==> config.mk <==
export PLATFORM = sky130hd
export DESIGN_NAME = round_robin_slice_scheduler_core
export DESIGN_NICKNAME = d
export VERILOG_FILES = /design/src/hw/rtl/rrss_pkg.sv /design/src/hw/rtl/round_robin_slice_scheduler_core.sv /design/src/hw/rtl/rrss_alu.sv /design/src/hw/rtl/rrss_table.sv
export VERILOG_INCLUDE_DIRS = /design/src /design/src/hw/rtl
export SDC_FILE = /design/constraint.sdc
export NUM_CORES = 2
export LEC_CHECK = 0
export BUFFER_PORTS_ARGS = -buffer_cell sky130_fd_sc_hd__buf_2
export CAP_MARGIN = 20
export CORE_MARGIN = 5
export CORE_UTILIZATION = 63
export DETAILED_ROUTE_END_ITERATION = 10
export PLACE_DENSITY_LB_ADDON = 0.12
export SLEW_MARGIN = 25
export SYNTH_ARGS = -nofsm -noshare
export SYNTH_HDL_FRONTEND = slang
export SYNTH_MEMORY_MAX_BITS = 65536
export SYNTH_SLANG_ARGS = --single-unit
==> constraint.sdc <==
create_clock -name clk -period 12.4 [get_ports clk]
set_input_delay 0.62 -clock clk [delete_from_list [all_inputs] [get_ports clk]]
set_output_delay 0.62 -clock clk [all_outputs]
set_load 0.02 [all_outputs]
==> src/hw/rtl/round_robin_slice_scheduler_core_defines.svh <==
// Assertion macros shared by the scheduler RTL.
// Used by round_robin_slice_scheduler_core.sv; expects clk and rst_n in scope.
`ifndef ROUND_ROBIN_SLICE_SCHEDULER_CORE_DEFINES_SVH
`define ROUND_ROBIN_SLICE_SCHEDULER_CORE_DEFINES_SVH

// Condition must hold in the same cycle as the trigger.
`define RRSS_ASSERT_SAME(label, trig, cond, msg) \
    label: assert property (@(posedge clk) disable iff (!rst_n) (trig) |-> (cond)) \
        else $error(msg);

// Condition must hold in the cycle after the trigger.
`define RRSS_ASSERT_NEXT(label, trig, cond, msg) \
    label: assert property (@(posedge clk) disable iff (!rst_n) (trig) |=> (cond)) \
        else $error(msg);

// Condition must hold in every cycle out of reset.
`define RRSS_ASSERT_ALWAYS(label, cond, msg) \
    `RRSS_ASSERT_SAME(label, 1'b1, cond, msg)

`endif

==> src/hw/rtl/rrss_pkg.sv <==
// Shared types and constants of the round-robin slice scheduler.
// No dependencies; used by rrss_alu and the top level.
package rrss_pkg;

    localparam int LEN_W  = 16;   // job_length, ran_for, time_slice
    localparam int ID_W   = 6;    // job_id field
    localparam int TIME_W = 32;   // elapsed-time fields

    localparam logic [1:0] STATUS_DONE  = 2'd0;
    localparam logic [1:0] STATUS_FULL  = 2'd1;
    localparam logic [1:0] STATUS_EMPTY = 2'd2;

    localparam logic OP_ADD   = 1'b0;
    localparam logic OP_SLICE = 1'b1;

    typedef enum logic [1:0] {
        ALU_MIN       = 2'd0,
        ALU_ADD       = 2'd1,
        ALU_ADD_SAT   = 2'd2,
        ALU_SUB_CLAMP = 2'd3
    } alu_op_t;

endpackage

==> src/hw/rtl/round_robin_slice_scheduler_core.sv <==
// Round-robin time-slice scheduler: sequencer, job counters and result registers.
// Depends on rrss_pkg, rrss_alu, rrss_table and the assertion macro header.
//
// An item is taken when start is high and busy is low; its result appears on
// the result ports for one cycle with done high, and the receiver cannot
// stall it. An add item, or a slice item with no active job, passes through a
// single state before its result. Otherwise the search visits 1 to MAX_JOBS
// table entries from the current rotation point: each entry is read in S_RD
// from the job table, whose read data is registered, and checked in S_CHK; the
// accounting then runs five steps through one shared 32-bit adder before S_WB.
// The table needs no clearing after reset: entries at or above the job count
// are treated as inactive. time_slice is written through cfg_valid/cfg_data;
// the user must write it only while the block is idle; the block does not enforce this.
module round_robin_slice_scheduler_core #(
    parameter int MAX_JOBS = 64,
    parameter int LEN_BITS = 16
) (
    input  logic                         clk,
    input  logic                         rst_n,
    input  logic                         start,
    output logic                         busy,
    input  logic                         op,
    input  logic [rrss_pkg::LEN_W-1:0]   job_length,
    input  logic                         cfg_valid,
    output logic                         cfg_ready,
    input  logic [rrss_pkg::LEN_W-1:0]   cfg_data,
    output logic                         done,
    output logic [1:0]                   status,
    output logic [rrss_pkg::ID_W-1:0]    job_id,
    output logic [rrss_pkg::LEN_W-1:0]   ran_for,
    output logic                         finished,
    output logic [rrss_pkg::TIME_W-1:0]  turnaround,
    output logic [rrss_pkg::TIME_W-1:0]  wait_time,
    output logic [rrss_pkg::TIME_W-1:0]  response_time,
    output logic                         all_done
);
    import rrss_pkg::*;

    `include "round_robin_slice_scheduler_core_defines.svh"

    localparam int IDX_W  = $clog2(MAX_JOBS);
    localparam int CNT_W  = $clog2(MAX_JOBS + 1);
    localparam int RT_LSB = LEN_BITS;
    localparam int FR_LSB = 2 * LEN_BITS;
    localparam int ST_BIT = 2 * LEN_BITS + TIME_W;
    localparam int AC_BIT = ST_BIT + 1;
    localparam int WORD_W = AC_BIT + 1;

    typedef enum logic [10:0] {
        S_IDLE  = 11'b000_0000_0001,
        S_ADD   = 11'b000_0000_0010,
        S_EMPTY = 11'b000_0000_0100,
        S_RD    = 11'b000_0000_1000,
        S_CHK   = 11'b000_0001_0000,
        S_MIN   = 11'b000_0010_0000,
        S_ELAP  = 11'b000_0100_0000,
        S_RUN   = 11'b000_1000_0000,
        S_WAIT  = 11'b001_0000_0000,
        S_REM   = 11'b010_0000_0000,
        S_WB    = 11'b100_0000_0000
    } state_t;

    state_t              state_reg, state_next;
    logic [LEN_W-1:0]    ts_reg, ts_next;
    logic [CNT_W-1:0]    job_count_reg, job_count_next;
    logic [CNT_W-1:0]    active_count_reg, active_count_next;
    logic [IDX_W-1:0]    cur_reg, cur_next;
    logic [TIME_W-1:0]   elapsed_reg, elapsed_next;
    logic [IDX_W-1:0]    idx_reg, idx_next;
    logic                done_reg, done_next;

    logic [LEN_BITS-1:0] len_reg, len_next;
    logic [LEN_W-1:0]    w_reg, w_next;
    logic [LEN_BITS-1:0] rt_reg, rt_next;
    logic [TIME_W-1:0]   wait_reg, wait_next;
    logic [LEN_BITS-1:0] rem_reg, rem_next;

    logic [1:0]          status_reg, status_next;
    logic [ID_W-1:0]     job_id_reg, job_id_next;
    logic [LEN_W-1:0]    ran_for_reg, ran_for_next;
    logic                finished_reg, finished_next;
    logic [TIME_W-1:0]   turn_reg, turn_next;
    logic [TIME_W-1:0]   wait_out_reg, wait_out_next;
    logic [TIME_W-1:0]   resp_reg, resp_next;
    logic                all_done_reg, all_done_next;

    logic                accept;
    alu_op_t             alu_op;
    logic [TIME_W-1:0]   alu_a, alu_b, alu_y;
    logic                tbl_wr_en;
    logic [IDX_W-1:0]    tbl_wr_addr;
    logic [WORD_W-1:0]   tbl_wr_data;
    logic [WORD_W-1:0]   tbl_rd_data;

    logic [LEN_BITS-1:0] e_rem, e_rt;
    logic [TIME_W-1:0]   e_fr;
    logic                e_started, e_active;
    logic                entry_live;
    logic [IDX_W-1:0]    idx_inc;
    logic                job_fin;
    logic [CNT_W-1:0]    active_dec;
    logic [TIME_W-1:0]   fr_new;

    assign accept    = start && (state_reg == S_IDLE);
    assign busy      = (state_reg != S_IDLE);
    assign cfg_ready = 1'b1;

    assign e_rem     = tbl_rd_data[LEN_BITS-1:0];
    assign e_rt      = tbl_rd_data[RT_LSB +: LEN_BITS];
    assign e_fr      = tbl_rd_data[FR_LSB +: TIME_W];
    assign e_started = tbl_rd_data[ST_BIT];
    assign e_active  = tbl_rd_data[AC_BIT];

    // Entries at or above the job count were never written and count as inactive.
    assign entry_live = (CNT_W'(idx_reg) < job_count_reg) && e_active;
    assign idx_inc    = (idx_reg == IDX_W'(MAX_JOBS - 1)) ? '0 : idx_reg + 1'b1;
    assign job_fin    = (rem_reg == '0);
    assign active_dec = (job_fin && (active_count_reg != '0)) ?
                        active_count_reg - 1'b1 : active_count_reg;
    assign fr_new     = e_started ? e_fr : wait_reg;

    rrss_alu u_alu (
        .op (alu_op),
        .a  (alu_a),
        .b  (alu_b),
        .y  (alu_y)
    );

    rrss_table #(
        .DEPTH  (MAX_JOBS),
        .WORD_W (WORD_W)
    ) u_table (
        .clk     (clk),
        .wr_en   (tbl_wr_en),
        .wr_addr (tbl_wr_addr),
        .wr_data (tbl_wr_data),
        .rd_addr (idx_reg),
        .rd_data (tbl_rd_data)
    );

    always_comb
    begin
        case (state_reg)
            S_MIN:
            begin
                alu_op = ALU_MIN;
                alu_a  = TIME_W'(e_rem);
                alu_b  = TIME_W'(ts_reg);
            end
            S_ELAP:
            begin
                alu_op = ALU_ADD_SAT;
                alu_a  = elapsed_reg;
                alu_b  = TIME_W'(w_reg);
            end
            S_RUN:
            begin
                alu_op = ALU_ADD;
                alu_a  = TIME_W'(e_rt);
                alu_b  = TIME_W'(w_reg);
            end
            S_WAIT:
            begin
                alu_op = ALU_SUB_CLAMP;
                alu_a  = elapsed_reg;
                alu_b  = TIME_W'(rt_reg);
            end
            S_REM:
            begin
                alu_op = ALU_SUB_CLAMP;
                alu_a  = TIME_W'(e_rem);
                alu_b  = TIME_W'(w_reg);
            end
            default:
            begin
                alu_op = ALU_ADD;
                alu_a  = '0;
                alu_b  = '0;
            end
        endcase
    end

    always_comb
    begin
        state_next        = state_reg;
        ts_next           = ts_reg;
        job_count_next    = job_count_reg;
        active_count_next = active_count_reg;
        cur_next          = cur_reg;
        elapsed_next      = elapsed_reg;
        idx_next          = idx_reg;
        done_next         = 1'b0;
        len_next          = len_reg;
        w_next            = w_reg;
        rt_next           = rt_reg;
        wait_next         = wait_reg;
        rem_next          = rem_reg;
        status_next       = status_reg;
        job_id_next       = job_id_reg;
        ran_for_next      = ran_for_reg;
        finished_next     = finished_reg;
        turn_next         = turn_reg;
        wait_out_next     = wait_out_reg;
        resp_next         = resp_reg;
        all_done_next     = all_done_reg;
        tbl_wr_en         = 1'b0;
        tbl_wr_addr       = idx_reg;
        tbl_wr_data       = '0;

        if (cfg_valid && cfg_ready)
        begin
            ts_next = cfg_data;
        end

        case (state_reg)
            S_IDLE:
            begin
                if (accept)
                begin
                    len_next = LEN_BITS'(job_length);
                    idx_next = cur_reg;
                    if (op == OP_ADD)
                    begin
                        state_next = S_ADD;
                    end
                    else if (active_count_reg == '0)
                    begin
                        state_next = S_EMPTY;
                    end
                    else
                    begin
                        state_next = S_RD;
                    end
                end
            end
            S_ADD:
            begin
                ran_for_next  = '0;
                finished_next = 1'b0;
                turn_next     = '0;
                wait_out_next = '0;
                resp_next     = '0;
                if (job_count_reg >= CNT_W'(MAX_JOBS))
                begin
                    status_next   = STATUS_FULL;
                    job_id_next   = '0;
                    all_done_next = (active_count_reg == '0);
                end
                else
                begin
                    tbl_wr_en         = 1'b1;
                    tbl_wr_addr       = IDX_W'(job_count_reg);
                    tbl_wr_data       = '0;
                    tbl_wr_data[LEN_BITS-1:0] = len_reg;
                    tbl_wr_data[AC_BIT]       = 1'b1;
                    job_count_next    = job_count_reg + 1'b1;
                    active_count_next = active_count_reg + 1'b1;
                    status_next       = STATUS_DONE;
                    job_id_next       = ID_W'(job_count_reg);
                    all_done_next     = 1'b0;
                end
                done_next  = 1'b1;
                state_next = S_IDLE;
            end
            S_EMPTY:
            begin
                status_next   = STATUS_EMPTY;
                job_id_next   = '0;
                ran_for_next  = '0;
                finished_next = 1'b0;
                turn_next     = '0;
                wait_out_next = '0;
                resp_next     = '0;
                all_done_next = 1'b1;
                done_next     = 1'b1;
                state_next    = S_IDLE;
            end
            S_RD:
            begin
                state_next = S_CHK;
            end
            S_CHK:
            begin
                // An active entry exists whenever the search starts, so it ends.
                if (entry_live)
                begin
                    state_next = S_MIN;
                end
                else
                begin
                    idx_next   = idx_inc;
                    state_next = S_RD;
                end
            end
            S_MIN:
            begin
                w_next     = LEN_W'(alu_y);
                state_next = S_ELAP;
            end
            S_ELAP:
            begin
                elapsed_next = alu_y;
                state_next   = S_RUN;
            end
            S_RUN:
            begin
                rt_next    = LEN_BITS'(alu_y);
                state_next = S_WAIT;
            end
            S_WAIT:
            begin
                wait_next  = alu_y;
                state_next = S_REM;
            end
            S_REM:
            begin
                rem_next   = LEN_BITS'(alu_y);
                state_next = S_WB;
            end
            S_WB:
            begin
                tbl_wr_en   = 1'b1;
                tbl_wr_addr = idx_reg;
                tbl_wr_data = {!job_fin, 1'b1, fr_new, rt_reg, rem_reg};
                active_count_next = active_dec;
                cur_next      = idx_inc;
                status_next   = STATUS_DONE;
                job_id_next   = ID_W'(idx_reg);
                ran_for_next  = w_reg;
                finished_next = job_fin;
                turn_next     = elapsed_reg;
                wait_out_next = wait_reg;
                resp_next     = fr_new;
                all_done_next = (active_dec == '0);
                done_next     = 1'b1;
                state_next    = S_IDLE;
            end
            default:
            begin
                state_next = S_IDLE;
            end
        endcase
    end

    always_ff @(posedge clk or negedge rst_n)
    begin
        if (!rst_n)
        begin
            state_reg        <= S_IDLE;
            ts_reg           <= LEN_W'(4);
            job_count_reg    <= '0;
            active_count_reg <= '0;
            cur_reg          <= '0;
            elapsed_reg      <= '0;
            idx_reg          <= '0;
            done_reg         <= 1'b0;
        end
        else
        begin
            state_reg        <= state_next;
            ts_reg           <= ts_next;
            job_count_reg    <= job_count_next;
            active_count_reg <= active_count_next;
            cur_reg          <= cur_next;
            elapsed_reg      <= elapsed_next;
            idx_reg          <= idx_next;
            done_reg         <= done_next;
        end
    end

    always_ff @(posedge clk)
    begin
        len_reg      <= len_next;
        w_reg        <= w_next;
        rt_reg       <= rt_next;
        wait_reg     <= wait_next;
        rem_reg      <= rem_next;
        status_reg   <= status_next;
        job_id_reg   <= job_id_next;
        ran_for_reg  <= ran_for_next;
        finished_reg <= finished_next;
        turn_reg     <= turn_next;
        wait_out_reg <= wait_out_next;
        resp_reg     <= resp_next;
        all_done_reg <= all_done_next;
    end

    assign done          = done_reg;
    assign status        = status_reg;
    assign job_id        = job_id_reg;
    assign ran_for       = ran_for_reg;
    assign finished      = finished_reg;
    assign turnaround    = turn_reg;
    assign wait_time     = wait_out_reg;
    assign response_time = resp_reg;
    assign all_done      = all_done_reg;

    `RRSS_ASSERT_ALWAYS(a_active_le_jobs, active_count_reg <= job_count_reg, "too many active jobs")
    `RRSS_ASSERT_NEXT(a_accept_busy, accept, busy, "accepted item did not make the block busy")
    `RRSS_ASSERT_SAME(a_done_idle, done_reg, state_reg == S_IDLE, "result shown while busy")
    `RRSS_ASSERT_SAME(a_fell_done, $fell(busy), done_reg, "item finished without a result")
    `RRSS_ASSERT_SAME(a_search_live, state_reg == S_CHK, active_count_reg != '0, "empty search")

endmodule

==> src/hw/rtl/rrss_alu.sv <==
// Shared 32-bit add/subtract unit with min, saturate and clamp modes.
// Depends on rrss_pkg.
module rrss_alu (
    input  rrss_pkg::alu_op_t          op,
    input  logic [rrss_pkg::TIME_W-1:0] a,
    input  logic [rrss_pkg::TIME_W-1:0] b,
    output logic [rrss_pkg::TIME_W-1:0] y
);
    import rrss_pkg::*;

    logic              sub;
    logic [TIME_W-1:0] b_eff;
    logic [TIME_W:0]   sum;

    // One adder; for subtraction the top bit is set when there is no borrow.
    assign sub   = !(op inside {ALU_ADD, ALU_ADD_SAT});
    assign b_eff = sub ? ~b : b;
    assign sum   = {1'b0, a} + {1'b0, b_eff} + (TIME_W + 1)'(sub);

    always_comb
    begin
        case (op)
            ALU_MIN:       y = sum[TIME_W] ? b : a;
            ALU_ADD:       y = sum[TIME_W-1:0];
            ALU_ADD_SAT:   y = sum[TIME_W] ? {TIME_W{1'b1}} : sum[TIME_W-1:0];
            ALU_SUB_CLAMP: y = sum[TIME_W] ? sum[TIME_W-1:0] : '0;
            default:       y = '0;
        endcase
    end

endmodule

==> src/hw/rtl/rrss_table.sv <==
// Per-job table: one write port, one read port with registered read data.
// No dependencies.
module rrss_table #(
    parameter int DEPTH  = 64,
    parameter int WORD_W = 66
) (
    input  logic                     clk,
    input  logic                     wr_en,
    input  logic [$clog2(DEPTH)-1:0] wr_addr,
    input  logic [WORD_W-1:0]        wr_data,
    input  logic [$clog2(DEPTH)-1:0] rd_addr,
    output logic [WORD_W-1:0]        rd_data
);
    logic [WORD_W-1:0] mem [DEPTH];
    logic [WORD_W-1:0] rd_data_reg;

    always_ff @(posedge clk)
    begin
        if (wr_en)
        begin
            mem[wr_addr] <= wr_data;
        end
    end

    always_ff @(posedge clk)
    begin
        rd_data_reg <= mem[rd_addr];
    end

    assign rd_data = rd_data_reg;

endmodule
Yosys cells after proc, flatten, opt, wreduce, memory -nomap -nowiden
Memory sizes are Yosys's and may differ from the RTL's. A register that Yosys moved wholly into a read port is not among the register bits.
Index checks and enable logic that the tools add are counted.
W data, S select, Z words.

storage, ports and cells
  input port bits = 37
  bits in latches = 0
  memories kept = 1
  RAM bits = 4224
  register bits = 304
  logic and storage cells = 117
  ROM bits = 0

cells by class
  order comparisons = 2
  divide/modulo/power cells = 0
  mux-type cells = 41
  shift-type cells = 0
  reductions and logical operators = 25
  $mul = 0
  eq/ne operators = 19
  $add $sub $neg = 6
  bitwise logic cells = 2

memory list
  name         depth  width  rd ports  clocked after Yosys merged registers in  write ports  RTL line          text
  u_table.mem  64     66     1         1                                        1            rrss_table.sv:14  logic [WORD_W-1:0] mem [DEPTH];

operators by type and width
  cell                    count
  $pmux W32 S2            3
  $mux W32                5
  $pmux W66 S2            1
  $pmux W32 S4            1
  $pmux W32 S3            1
  $pmux W11 S8            1
  $mux W66                1
  $pmux W16 S3            1
  $mux W6                 7
  $add A32 B32 Y33        1
  $add A33 B1 Y33         1
  $not A16 Y32            1
  $pmux W16 S2            1
  $pmux W6 S3             1
  $logic_not A16 Y1       1
  $add A7 B1 Y7 const B   2
  $logic_not A7 Y1        2
  $mux W7                 2
  $pmux W7 S2             1
  $pmux W2 S3             2
  $pmux W6 S2             1
  $eq A11 B1 Y1 const B   1
  $eq A11 B10 Y1 const B  1
  $eq A11 B11 Y1 const B  1
  33 further kinds        55

Logic depth before layout (Yosys ltp)
  depth after elaboration = 10
  gate-level depth with buffers = 24
  depth with buffers taken out = 19

Cells and area by module
A second synthesis with hierarchy kept.

unflattened totals
  cell total of the unflattened synthesis = 8147
  area total of the unflattened synthesis = 176290.3 µm²

by module, submodules not included
  module                            sequential area each (µm²)  area each (µm²)  instances  cells each
  rrss_table                        128162.9                    160496.4         1          6852
  round_robin_slice_scheduler_core  8700.8                      12942.4          1          917
  rrss_alu                          0.0                         2851.5           1          378

Worst setup path after synthesis
Ideal clock, no wire load.

  path kind = register -> register
  start point = reg state_reg[6]
  end point = reg done_reg (netlist: done)
  setup slack = 1.064 ns
  arrival time = 10.323 ns
  cell stages (with the launch flop) = 7
  period minus slack after synthesis = 11.336 ns
  setup time = 1.014 ns
  buffers on the path = 2
  path through = dfrtp_1 buf_2 or3_1 buf_2 or3_1 or3_1 o21ai_0

between the ends
  cells in the longest elaborated chain, start to end = 3
  elaborated cells on any way between the ends = 5
  those cells by class = eq/ne (3); mux (1); reduce/logical (1)

RTL lines
  element                                      RTL line                                 text
  start, declared                              round_robin_slice_scheduler_core.sv:63   state_t state_reg, state_next;
  start signal, assigned                       round_robin_slice_scheduler_core.sv:360  state_reg <= state_next;
  $eq A11 B2 Y1, or another cell as far along  round_robin_slice_scheduler_core.sv:215  case (state_reg)
  $reduce_or A3 Y1 (no line) *                 -
  $mux W1 *                                    round_robin_slice_scheduler_core.sv:215
  net done_next                                round_robin_slice_scheduler_core.sv:70   logic done_reg, done_next;
  end signal, assigned                         round_robin_slice_scheduler_core.sv:367  done_reg <= done_next;
  end, declared                                round_robin_slice_scheduler_core.sv:70

The timed path passes the listed nets; every way through them passes the cells marked *.
A chain may end at the register's enable or synchronous reset.

Worst setup path in the final report
  start point = reg state_reg[1]
  end point = reg elapsed_reg[15]

between the ends
  cells in the longest elaborated chain, start to end = 10
  elaborated cells on any way between the ends = 26
  those cells by class = add/sub (2); eq/ne (8); mux (8); bitwise (1); reduce/logical (7)

RTL lines
  element                                                 RTL line                                        text
  $eq A11 B10 Y1 / $eq A11 B9 Y1 (equally long branches)  round_robin_slice_scheduler_core.sv:143         case (state_reg)
  $reduce_or A2 Y1 (no line)                              -
  $pmux W2 S3                                             round_robin_slice_scheduler_core.sv:143
  $eq A2 B1 Y1 / $eq A2 B2 Y1 (equally long branches)     rrss_alu.sv:16, rrss_alu.sv:22
  $reduce_bool A2 Y1                                      rrss_alu.sv:16                                  assign sub = !(op inside {ALU_ADD, ALU_ADD_SAT});
  $mux W32                                                rrss_alu.sv:17                                  assign b_eff = sub ? ~b : b;
  $add A32 B32 Y33                                        rrss_alu.sv:18                                  assign sum = {1'b0, a} + {1'b0, b_eff} + (TIME_W + 1)'(sub);
  $add A33 B1 Y33                                         rrss_alu.sv:18
  $mux W32 (on tied branches)                             rrss_alu.sv:26, rrss_alu.sv:23, rrss_alu.sv:25
  $pmux W32 S4 *                                          rrss_alu.sv:22                                  case (op)
  net alu_y[15]                                           round_robin_slice_scheduler_core.sv:89          logic [TIME_W-1:0] alu_a, alu_b, alu_y;
  end signal, assigned                                    round_robin_slice_scheduler_core.sv:365         elapsed_reg <= elapsed_next;
  end, declared                                           round_robin_slice_scheduler_core.sv:68          logic [TIME_W-1:0] elapsed_reg, elapsed_next;

Marks and branches as above.

==> metrics.yaml <==
crit_start: "state_reg[1]$_DFFE_PN0P_"
overflow: 0
yosysMostFrequentCell: "edfxtp_1"
grt_usage_pct: 33.5
hpwl_um: 267000
synth_top_area_share_pct: 75.5
fin_skew_ns: 0.0491
ys_ff_latch: 4594
cts_hold_buf: 31
drc: 0
htreeDepth: 5
die-width_um: 539
report.final.slew_viol_count: 0
avgRoutedWirePerCell_um: 40.2
setup_viol: 0
critPathLaunchType: "register"
antenna_found_initial: 20
critPathArrivalTime_ns: 7.87
ys_seq_area_share_pct: 77.5
synthArstFlopShare_pct: 1.87
clk_pin_slew_ns: 0.06
cts_buffer_depth: 4
fin_setup_tns_ns: 0
timing.hold.ws_ns: 0.0553
rr_startpoint: "state_reg[1]$_DFFE_PN0P_"
die_height_um: 539
min_period_ns: 6.97
max-slew-margin-rel_pct: 25.4
netlist_area_um2: 177000
hp-class: "primary input to register"
largest_reg_flops: 4224
grt.met1_usage_pct: 47.2
ir_drop_uv: 132
layout-drive-gt1-share_pct: 32.0
reg2reg_slack_ns: 5.43
crit_path_max_fanout: 29
core_um2: 279000
syn_area_per_cell_um2: 23.7
cp-end-kind: "register"
synth_warnings: 0
yosysTopAreaCell: "edfxtp_1"
tightest_slew_ns: 1.12
totalPowerFinal_mw: 31.7
grt_max_degree: 127
start_util_pct: 63.3
synth_edf_count: 4442
final_nets: 8044
postCtsSetupBuffers: 0
dpl-instance-area_um2: 184000
clk_latency_ns: 0.98
syn_to_final_growth_pct: 12.7
ant_nets: 0
fillers: 15900
io_buffers: 160
drtIter0Drc: 13800
yosys-top-cells-count: "4442 x edfxtp_1, 1386 x mux4_2, 278 x clkbuf_1, 178 x nor2_1, 119 x and2_1"
cts_buffers: 442
seqCellArea_um2: 137000
cts_root_buf: "clkbuf_16"
hold_viol: 0
critPathKind: "register to register"
io_pins: 162
timing.final.ws_setup_ns: 5.43
cts_tree: "built"
pre_cts_slack_ns: 5.47
post_cts_resized: 0
crit_required_ns: 13.30
stdcell_area_um2: 199000
clock-sinks: 4594
ys_top_cells_by_area: "edfxtp_1 76%, mux4_2 18%, dfrtp_1 1.2%, dfxtp_1 0.75%, clkbuf_1 0.59%"
ys_types: 80
first_pass_iters: 7
rsz0062_at_grt: "false"
viasPerCell: 7.17
grt_pass1_wl_um: 677000
syn-num-nets: 7532
min-delay-start: "cfg_data[15]"
met2_usage_pct: 51.8
use_met3_pct: 7.30
maxCapViolCount: 0
grt_pass1_vias: 86500
min_period_over_period_pct: 56.2
place_congestion: 0.896
busiest_layer: "met2"
fmax_mhz: 143
num_rows: 194
routed-via-count: 86600
wl_um: 485000
status: "finished, final reports clean"
total_leakage_power_nw: 66.7
multiInputGateArea_um2: 38900
die_area_um2: 291000
power.density_nw_per_um2: 159
syn_inst: 7448
synthFlopType: "edfxtp_1"
cell usage in the layout, fill, tap and decap left out, types with 27 or more instances in the layout:
cell type         n
o21ai_0          77
nor2_1           82
dlygate4sd3_1    31
clkbuf_1         92
buf_2           159
dfrtp_1          78
clkbuf_16       445
a21oi_1          44
inv_1            36
edfxtp_1       4442
bufinv_16        51
clkinv_1         85
nor2_4           91
buf_4           238
nand2_1         112
and2_1          115
xnor2_1          43
mux2_2           48
clkinv_2         91
dfxtp_1          65
mux2i_1          40
a21o_1           27
ha_1             46
mux4_2         1386
routing by layer:
metal	vias up	part of all wire (%)
li1	32900	-
met3	1089	11
met5	-	0.0027
met1	46200	35
met2	6335	48
met4	2	5.4
through the flow:
stage,cells,utilization [%]
finish,12100,71.3
global placement,11200,65.7
floorplan,7448,-
CTS,12000,71.1
detailed placement,11200,65.8
global route,12100,71.2
area by class of cell:
type	count	area share [%]
repair buffers	463	1.87
well taps	3724	2.34
inverters	39	0.0761
flip-flops and latches	4594	68.8
diodes	16	0.0201
multi-input cells	2420	19.6
clock inverters	260	1.41
clock buffers	557	5.91
cell families after synthesis:
family,synth area share [%]
xor gates and xnor gates,0.298
AOI/OAI and AO/OA,1.11
DFF,77.5
other,0.00212
and+or+nand+nor,1.59
muxes,18.2
buffers and inverters,0.938
adders and majority gates,0.337
critical path, stage by stage (launching register included):
cell	delay, ns
dfrtp_1	0.44
or4_4	0.72
or2_2	0.37
or4_1	0.55
nand2b_1	0.18
ha_1	0.34
clkinv_1	0.07
buf_4	0.40
xnor2_1	0.15
ha_1	0.36
nor2b_1	0.21
o311ai_1	0.17
a211oi_1	0.57
o21ai_0	0.26
a21boi_1	0.27
o21a_1	0.33
o21a_1	0.59
buf_4	0.37
a31oi_1	0.09
o22ai_2	0.23
mux2_2	0.20
where the power goes:
part / internal, mW / switching (mW) / leakage (nW)
Sequential: 17.0 / 0.116 / 47.3
Combinational: 0.371 / 0.658 / 12.3
Clock: 7.78 / 5.75 / 7.14
worst paths after layout:
kind | endpoint | cells after the start
setup / recovery | elapsed_reg[15]$_DFFE_PN0P_ | 20
hold / removal | ts_reg[15]$_DFFE_PN0P_ | 2
max in group asynchronous | idx_reg[1]$_DFFE_PN0P_ | 3
min in group asynchronous | ts_reg[6]$_DFFE_PN0P_ | 2
setup reg to reg | elapsed_reg[15]$_DFFE_PN0P_ | 20
hold reg to reg | cur_reg[1]$_DFFE_PN0P_ | 2
No activity file was read; power rests on OpenSTA's default activity.
